--- config.mk ---
export PLATFORM = sky130hd
export DESIGN_NAME = packed_track_note_decoder
export DESIGN_NICKNAME = d
export VERILOG_FILES = /design/src/design/ptnd_pkg.sv /design/src/design/ptnd_ctrl.sv /design/src/design/ptnd_datapath.sv /design/src/design/packed_track_note_decoder.sv
export VERILOG_INCLUDE_DIRS = /design/src /design/src/design
export SDC_FILE = /design/constraint.sdc
export NUM_CORES = 1
export LEC_CHECK = 0
export BUFFER_PORTS_ARGS = -buffer_cell sky130_fd_sc_hd__buf_4
export CAP_MARGIN = 15
export CORE_MARGIN = 2
export CORE_UTILIZATION = 56
export CTS_CLUSTER_DIAMETER = 150
export DETAILED_ROUTE_END_ITERATION = 16
export GPL_TIMING_DRIVEN = 0
export MAX_ROUTING_LAYER = met4
export PLACE_DENSITY = 0.87
export REMOVE_ABC_BUFFERS = 1
export SLEW_MARGIN = 25
export SYNTH_ARGS = -nofsm -noshare
export SYNTH_HDL_FRONTEND = slang
export SYNTH_SLANG_ARGS = --single-unit
--- constraint.sdc ---
create_clock -name clk -period 3.3 [get_ports clk]
set_clock_uncertainty 0.2 [all_clocks]
set_input_delay 0.66 -clock clk [delete_from_list [all_inputs] [get_ports clk]]
set_output_delay 0.66 -clock clk [all_outputs]
set_load 0.1 [all_outputs]
--- src/design/packed_track_note_decoder_assert.svh ---
// ----------------------------------------------------------------------------
// packed track note decoder assertion macros
// concurrent property wrappers clocked on clk, disabled during reset
// ----------------------------------------------------------------------------
`ifndef PACKED_TRACK_NOTE_DECODER_ASSERT_SVH
`define PACKED_TRACK_NOTE_DECODER_ASSERT_SVH

// same-cycle implication
`define PTND_ASSERT_IMPL(lbl, ante, cons) \
	lbl: assert property (@(posedge clk) disable iff (!arst_n) (ante) |-> (cons)) \
		else $error("ptnd same-cycle check failed");

// next-cycle implication
`define PTND_ASSERT_NEXT(lbl, ante, cons) \
	lbl: assert property (@(posedge clk) disable iff (!arst_n) (ante) |=> (cons)) \
		else $error("ptnd next-cycle check failed");

`endif

--- src/design/ptnd_pkg.sv ---
// ----------------------------------------------------------------------------
// ptnd_pkg
// shared constants and controller/datapath interface types
// ----------------------------------------------------------------------------
package ptnd_pkg;

	localparam int ROWS_PER_TRACK_DEF = 64;
	localparam int ROW_RESET_VAL      = 64;  // count after reset: track finished
	localparam int BYTE_W             = 8;
	localparam int CHAN_W             = 2;
	localparam int ROW_W              = 6;
	localparam int RUN_W              = 7;   // skip run length up to 64

	localparam int S_TDATA_W = 16;
	localparam int M_TDATA_W = 40;

	// row formats from the two top bits of a lead byte
	localparam logic [1:0] KIND_FULL   = 2'b00;
	localparam logic [1:0] KIND_EFFECT = 2'b01;
	localparam logic [1:0] KIND_NOTE   = 2'b10;
	localparam logic [1:0] KIND_SKIP   = 2'b11;

	typedef struct packed {
		logic ready;   // input side may take a word
		logic take;    // input word accepted this cycle
		logic emit;    // put out one empty row of a skip run
		logic in_run;  // controller busy with a skip run
	} ptnd_cmd_t;

	typedef struct packed {
		logic lead_skip;  // incoming word is a live skip lead byte
		logic run_more;   // skip run has rows left inside the track
		logic out_free;   // output register can load this cycle
	} ptnd_status_t;

endpackage

--- src/design/ptnd_ctrl.sv ---
// ----------------------------------------------------------------------------
// ptnd_ctrl
// controller: takes bytes, or steps through a run of empty rows
// ----------------------------------------------------------------------------
module ptnd_ctrl (
	input  logic                  clk,
	input  logic                  arst_n,
	input  logic                  s_tvalid,
	input  ptnd_pkg::ptnd_status_t status,
	output ptnd_pkg::ptnd_cmd_t    cmd
);
	import ptnd_pkg::*;

	localparam logic ST_TAKE = 1'b0;
	localparam logic ST_RUN  = 1'b1;

	logic state_q;
	logic state_next;

	always_comb begin
		cmd        = '0;
		state_next = state_q;
		unique case (state_q)
			ST_TAKE: begin
				cmd.ready = status.out_free;
				cmd.take  = status.out_free && s_tvalid;
				if (cmd.take && status.lead_skip) begin
					state_next = ST_RUN;
				end
			end
			ST_RUN: begin
				cmd.in_run = 1'b1;
				cmd.emit   = status.run_more && status.out_free;
				if (!status.run_more) begin
					state_next = ST_TAKE;
				end
			end
		endcase
	end

	always_ff @(posedge clk or negedge arst_n) begin
		if (!arst_n) begin
			state_q <= ST_TAKE;
		end else begin
			state_q <= state_next;
		end
	end

endmodule

--- src/design/ptnd_datapath.sv ---
// ----------------------------------------------------------------------------
// ptnd_datapath
// row counter, cell assembly registers and output register
// ----------------------------------------------------------------------------
module ptnd_datapath #(
	parameter int ROWS_PER_TRACK = ptnd_pkg::ROWS_PER_TRACK_DEF
) (
	input  logic                              clk,
	input  logic                              arst_n,
	input  ptnd_pkg::ptnd_cmd_t                cmd,
	output ptnd_pkg::ptnd_status_t             status,
	input  logic [ptnd_pkg::S_TDATA_W-1:0]     s_tdata,
	input  logic                              s_tuser,
	output logic                              m_tvalid,
	input  logic                              m_tready,
	output logic [ptnd_pkg::M_TDATA_W-1:0]     m_tdata,
	output logic                              m_tlast
);
	import ptnd_pkg::*;

	localparam int CNT_MIN = (ROWS_PER_TRACK > ROW_RESET_VAL) ? ROWS_PER_TRACK : ROW_RESET_VAL;
	localparam int CNT_W   = $clog2(CNT_MIN + 1);
	localparam logic [CNT_W-1:0] ROWS_C = CNT_W'(ROWS_PER_TRACK);
	localparam logic [CNT_W-1:0] LAST_C = CNT_W'(ROWS_PER_TRACK - 1);
	localparam logic [CNT_W-1:0] RST_C  = CNT_W'(ROW_RESET_VAL);

	logic [BYTE_W-1:0] in_byte;
	logic [CHAN_W-1:0] in_chan;
	assign in_byte = s_tdata[BYTE_W-1:0];
	assign in_chan = s_tdata[BYTE_W +: CHAN_W];

	logic [CNT_W-1:0]  row_q;
	logic [1:0]        pend_q;
	logic [1:0]        kind_q;
	logic [23:0]       held_q;
	logic [CHAN_W-1:0] chan_q;
	logic [RUN_W-1:0]  run_q;

	logic              out_valid_q;
	logic [ROW_W-1:0]  o_row_q;
	logic [CHAN_W-1:0] o_chan_q;
	logic [BYTE_W-1:0] o_b0_q, o_b1_q, o_b2_q, o_b3_q;
	logic              o_done_q;

	logic [CNT_W-1:0] eff_row;
	logic [1:0]       eff_pend;
	logic             live;
	logic [1:0]       lead_kind;
	logic [7:0]       lead_b;
	logic             cell_close;

	assign eff_row    = s_tuser ? '0 : row_q;
	assign eff_pend   = s_tuser ? 2'd0 : pend_q;
	assign live       = eff_row < ROWS_C;
	assign lead_kind  = in_byte[7:6];
	assign lead_b     = held_q[15:8];
	assign cell_close = cmd.take && live && (eff_pend == 2'd1);

	assign status.lead_skip = live && (eff_pend == 2'd0) && (lead_kind == KIND_SKIP);
	assign status.run_more  = (run_q != '0) && (row_q < ROWS_C);
	assign status.out_free  = !out_valid_q || m_tready;

	// control state
	always_ff @(posedge clk or negedge arst_n) begin
		if (!arst_n) begin
			row_q       <= RST_C;
			pend_q      <= 2'd0;
			kind_q      <= KIND_FULL;
			run_q       <= '0;
			out_valid_q <= 1'b0;
		end else begin
			if (cell_close || cmd.emit) begin
				out_valid_q <= 1'b1;
			end else if (m_tready) begin
				out_valid_q <= 1'b0;
			end
			if (cmd.take) begin
				if (s_tuser) begin
					row_q <= '0;
				end
				if (live) begin
					if (eff_pend == 2'd0) begin
						kind_q <= lead_kind;
						unique case (lead_kind)
							KIND_FULL:   pend_q <= 2'd3;
							KIND_EFFECT: pend_q <= 2'd1;
							KIND_NOTE:   pend_q <= 2'd2;
							KIND_SKIP: begin
								pend_q <= 2'd0;
								run_q  <= RUN_W'(in_byte[5:0]) + RUN_W'(1);
							end
						endcase
					end else if (eff_pend > 2'd1) begin
						pend_q <= eff_pend - 2'd1;
					end else begin
						pend_q <= 2'd0;
						row_q  <= eff_row + CNT_W'(1);
					end
				end
			end else if (cmd.emit) begin
				row_q <= row_q + CNT_W'(1);
				run_q <= run_q - RUN_W'(1);
			end
		end
	end

	// payload
	always_ff @(posedge clk) begin
		if (cmd.take && live) begin
			if (eff_pend == 2'd0) begin
				chan_q <= in_chan;
				held_q <= {16'd0, in_byte};
			end else if (eff_pend > 2'd1) begin
				held_q <= {held_q[15:0], in_byte};
			end else begin
				o_row_q  <= eff_row[ROW_W-1:0];
				o_chan_q <= chan_q;
				o_done_q <= eff_row == LAST_C;
				unique case (kind_q)
					KIND_FULL: begin
						o_b0_q <= held_q[23:16];
						o_b1_q <= held_q[15:8];
						o_b2_q <= held_q[7:0];
						o_b3_q <= in_byte;
					end
					KIND_EFFECT: begin
						o_b0_q <= '0;
						o_b1_q <= '0;
						o_b2_q <= {4'h0, held_q[3:0]};
						o_b3_q <= in_byte;
					end
					default: begin
						o_b0_q <= held_q[7:0];
						o_b1_q <= in_byte;
						o_b2_q <= {lead_b[3:0], 4'h0};
						o_b3_q <= '0;
					end
				endcase
			end
		end else if (cmd.emit) begin
			o_row_q  <= row_q[ROW_W-1:0];
			o_chan_q <= chan_q;
			o_done_q <= row_q == LAST_C;
			o_b0_q   <= '0;
			o_b1_q   <= '0;
			o_b2_q   <= '0;
			o_b3_q   <= '0;
		end
	end

	assign m_tvalid = out_valid_q;
	assign m_tdata  = {o_b3_q, o_b2_q, o_b1_q, o_b0_q, o_chan_q, o_row_q};
	assign m_tlast  = o_done_q;

endmodule

--- src/design/packed_track_note_decoder.sv ---
// ----------------------------------------------------------------------------
// packed_track_note_decoder
// rebuilds 4-byte note cells from a packed track byte stream
// ----------------------------------------------------------------------------
// usage:
//   input words carry one track byte each; tuser marks the first byte of a
//   track and restarts the row count. output words carry one decoded cell,
//   tlast flags the last row of the track.
//   a cell word is registered from the byte that completes it, and a
//   plain stream of bytes goes in at one word per cycle while the output is free.
//   a skip lead byte holds s_tready low while its empty rows go out, one
//   row per cycle while the receiver takes them, until the run is left.
//   the pace of a run is set by the single output register.
//   after reset the track counts as finished: bytes are dropped until one
//   arrives with tuser set. no memory, no clearing pass.
//   when the receiver stalls, the output word holds and s_tready drops
//   until the word is taken.
// ----------------------------------------------------------------------------
module packed_track_note_decoder #(
	parameter int ROWS_PER_TRACK = ptnd_pkg::ROWS_PER_TRACK_DEF
) (
	input  logic                          clk,
	input  logic                          arst_n,
	input  logic                          s_tvalid,
	output logic                          s_tready,
	// byte_value[7:0], channel[9:8], zero [15:10]
	input  logic [ptnd_pkg::S_TDATA_W-1:0] s_tdata,
	// track_start[0]
	input  logic                          s_tuser,
	output logic                          m_tvalid,
	input  logic                          m_tready,
	// row[5:0], chan_out[7:6], cell_b0[15:8], cell_b1[23:16],
	// cell_b2[31:24], cell_b3[39:32]
	output logic [ptnd_pkg::M_TDATA_W-1:0] m_tdata,
	// track_done
	output logic                          m_tlast
);
	import ptnd_pkg::*;

	`include "packed_track_note_decoder_assert.svh"

	localparam logic [ROW_W-1:0] LAST_ROW = ROW_W'(ROWS_PER_TRACK - 1);

	ptnd_cmd_t    cmd;
	ptnd_status_t status;

	// sequencing: byte intake versus empty-row runs
	ptnd_ctrl u_ctrl (
		.clk      (clk),
		.arst_n   (arst_n),
		.s_tvalid (s_tvalid),
		.status   (status),
		.cmd      (cmd)
	);

	// row count, cell assembly and output register
	ptnd_datapath #(
		.ROWS_PER_TRACK (ROWS_PER_TRACK)
	) u_dp (
		.clk      (clk),
		.arst_n   (arst_n),
		.cmd      (cmd),
		.status   (status),
		.s_tdata  (s_tdata),
		.s_tuser  (s_tuser),
		.m_tvalid (m_tvalid),
		.m_tready (m_tready),
		.m_tdata  (m_tdata),
		.m_tlast  (m_tlast)
	);

	assign s_tready = cmd.ready;

	// a stalled output word blocks intake
	`PTND_ASSERT_IMPL(a_stall_blocks_in, m_tvalid && !m_tready, !s_tready)
	// no intake while a skip run is going out
	`PTND_ASSERT_IMPL(a_run_blocks_in, cmd.in_run, !s_tready && !cmd.take)
	// an emitted row shows up as a valid word next cycle
	`PTND_ASSERT_NEXT(a_emit_gives_word, cmd.emit, m_tvalid)
	// last-row flag only on the last row index
	`PTND_ASSERT_IMPL(a_last_row, m_tvalid && m_tlast, m_tdata[ROW_W-1:0] == LAST_ROW)

endmodule

==> impl_metrics.yaml <==
routing:
  vias: 2735
  via_per_inst: 5.95
  wl_per_cell_um: 17.5
  drtPass1Iterations: 6
  drcViolationCount: 0
  routed_wirelength_um: 8060
  drt_iter0_markers: 214
  ant_nets: 0
worst_hold_path:
  hold_path_depth: 0
  holdPathEnd: "u_dp.o_chan_q[0]$_DFFE_PP_"
  holdCritStartpoint: "u_dp.chan_q[0]$_DFFE_PP_"
  hold_path.class: "reg2reg"
floorplan:
  core_mm2: 0.00676
  fp-row-count: 30
  die_x_um: 87.4
  ioPinCount: 64
  die_height_um: 87.4
  dieArea_mm2: 0.00765
  initial_core_util_pct: 57.7
placement:
  place_hpwl_um: 5390
  gp_congestion: 0.922
  placed_area_mm2: 0.00440
  port_buffers: 57
  dpl_worst_slack_ns: -0.295
worst_setup_path:
  r2r_cells: 5
  crit_start: "u_ctrl.state_q$_DFF_PN0_"
  worstPathArrival_ns: 3.01
  reg2reg_to: "u_dp.kind_q[0]$_DFFE_PN0P_"
  critical_path_class: "reg2reg"
  cp_max_fo: 27
  cp-start-kind: "register"
  critPathCaptureType: "register"
  reg2reg_slack_ns: 0.33
  required_ns: 3.34
  r2r_start: "u_ctrl.state_q$_DFF_PN0_"
logic_synthesis:
  synthCells: 318
  synth_seq_cells: 87
  yosys.area.top_type: "edfxtp_1"
  synth_area_per_cell_um2: 12.3
  yosysWarningCount: 0
  synthTopCellsByCount: "edfxtp_1 (67), nor2_1 (35), and2_1 (34), a21oi_1 (20), dfrtp_1 (19)"
  synth_ff_type: "edfxtp_1"
  synth_edf_count: 67
  async_flop_share_pct: 23.0
  netlist_top_cells_area: "edfxtp_1 (52%), dfrtp_1 (12%), and2_1 (5.5%), nor2_1 (3.4%), nor3b_1 (2.7%)"
  syn-cell-area_mm2: 0.00390
  synth_cell_types: 45
  yosysMostFrequentCell: "edfxtp_1"
  synth_top_area_share_pct: 51.6
  ys_seq_area_share_pct: 64.5
cts:
  cts_sinks: 87
  insertion_delay_ns: 0.35
  cts_inserted_buffers: 9
  cts-root-buf: "clkbuf_8"
  htreeDepth: 3
  cts_tree: "done"
  cts_setup_buffers: 0
  clk_pin_slew_ns: 0.09
  cts_max_path_buffers: 2
sta:
  fin_crit_ns: 2.97
  fin_hold_ws_ns: 0.217
  maxSlewHeadroom_pct: 27.7
  rsz0062_at_grt: "false"
  fmax_mhz: 336
  slew_viol_final: 0
  final_hold_viol_count: 0
  setup_ws_ns: 0.326
  setup_viol: 0
  fin_crit_sh_pct: 90.1
  tightest_slew_ns: 1.08
run_status:
  status: "finished, final reports clean"
global_route:
  grt_max_degree: 35
  grt_pass1_wl_um: 12700
  overflow: 0
  grt_pass1_vias: 2587
  grt_usage_pct: 22.6
  antenna_found_initial: 0
layout:
  fin_area_mm2: 0.00461
  drive_gt1_share_pct: 23.7
  post-route-util_pct: 68.2
  syn2layout_area_growth_pct: 18.2
  num_antenna_cells: 0
  nets: 400
job:
  max_cap_violations: 0
## cell usage in the layout, fill, tap and decap left out, types with 2 or more instances in the layout
master and count:
nand2_1 15, o311a_1 2, a211oi_1 2, nor2_4 2, o21a_1 2, nand2b_1 4, nor2_1 32, nor3b_1 14
a31oi_1 2, nor2_2 3, clkinvlp_4 2, inv_1 4, xor2_1 5, nor2b_1 5, and3_1 2, buf_4 57
edfxtp_1 67, clkinv_4 2, dfrtp_1 18, nand2_2 2, clkbuf_8 9, mux2_2 3, nand3_1 12, nor3_1 3
o21ai_0 16, a32o_1 2, a22oi_1 9, a21oi_1 20, nand4_1 2, and2_1 34, ha_1 4
## kinds of logic after synthesis
kind of cell	after synthesis	synth area share (%)
simple gates	134	18.6
flops	87	64.5
compound gates	66	11.5
buf+inv	18	1.93
xor+xnor	6	1.35
fa+ha+maj	4	1.28
mux	3	0.866
## flip-flops by register name (all words and copies together), names as in the netlist, 6 cells and up
name / flops
u_dp.o_b2_q: 8
u_dp.o_row_q: 6
u_dp.held_q: 24
u_dp.run_q: 7
u_dp.row_q: 7
u_dp.o_b0_q: 8
u_dp.o_b1_q: 8
u_dp.o_b3_q: 8
## stage by stage
step	setup TNS [ns]	std cells
after global routing	0	460
after floorplan	-9.81	304
after CTS	0	459
after global placement	-36.20	441
final	0	460
after detailed placement	-10.28	442
## routing by layer
layer  up-vias  wire, um  share of wire (%)  track usage (%)
met5         -         0                  0                -
met4         0       132                1.6             8.25
met3        14       505                6.3             3.79
met2       104      4030                 50             36.3
met1      1327      3390                 42             29.1
li1       1290         -                  -                -
## area by class of cell
class / instances / area [um^2]
clock buffers: 9 / 124
clock inverters: 7 / 56.3
fillers: 470 / 2150
inverters: 4 / 15.0
multi-input cells: 214 / 1340
flip-flops and latches: 87 / 2510
well taps: 80 / 100
repair buffers: 59 / 458
## timing repair
action,CTS,global route
hold endpoints to repair,19,0
cloned,0,1
hold buffers,1,0
setup endpoints to repair,36,24
pin swaps,0,1
gates resized for setup,2,1
## how the worst max path moves through the flow
| stage | slack, ns | cells after the start | endpoint |
|---|---|---|---|
| CTS | 0.28 | 4 | u_dp.held_q[10]$_SDFFCE_PP0P_ |
| global route | 0.07 | 5 | u_dp.kind_q[0]$_DFFE_PN0P_ |
| global placement | -1.08 | 5 | u_dp.held_q[15]$_SDFFCE_PP0P_ |
| finish | 0.33 | 5 | u_dp.kind_q[0]$_DFFE_PN0P_ |
| floorplan | -0.41 | 4 | u_dp.held_q[0]$_DFFE_PP_ |
| detailed placement | -0.29 | 6 | u_dp.o_b3_q[5]$_SDFFCE_PN0P_ |
## critical path, cell delays in order (launching register included)
cell and delay (ns):
dfrtp_1 0.39, nand2b_1 0.21, nor2_1 0.62, nand2_2 0.57, nor2_1 0.46, mux2_2 0.39
Power is left out: the tool's default activity adds up to more than one toggle a clock period on the data nets, which glitch-free logic cannot reach.
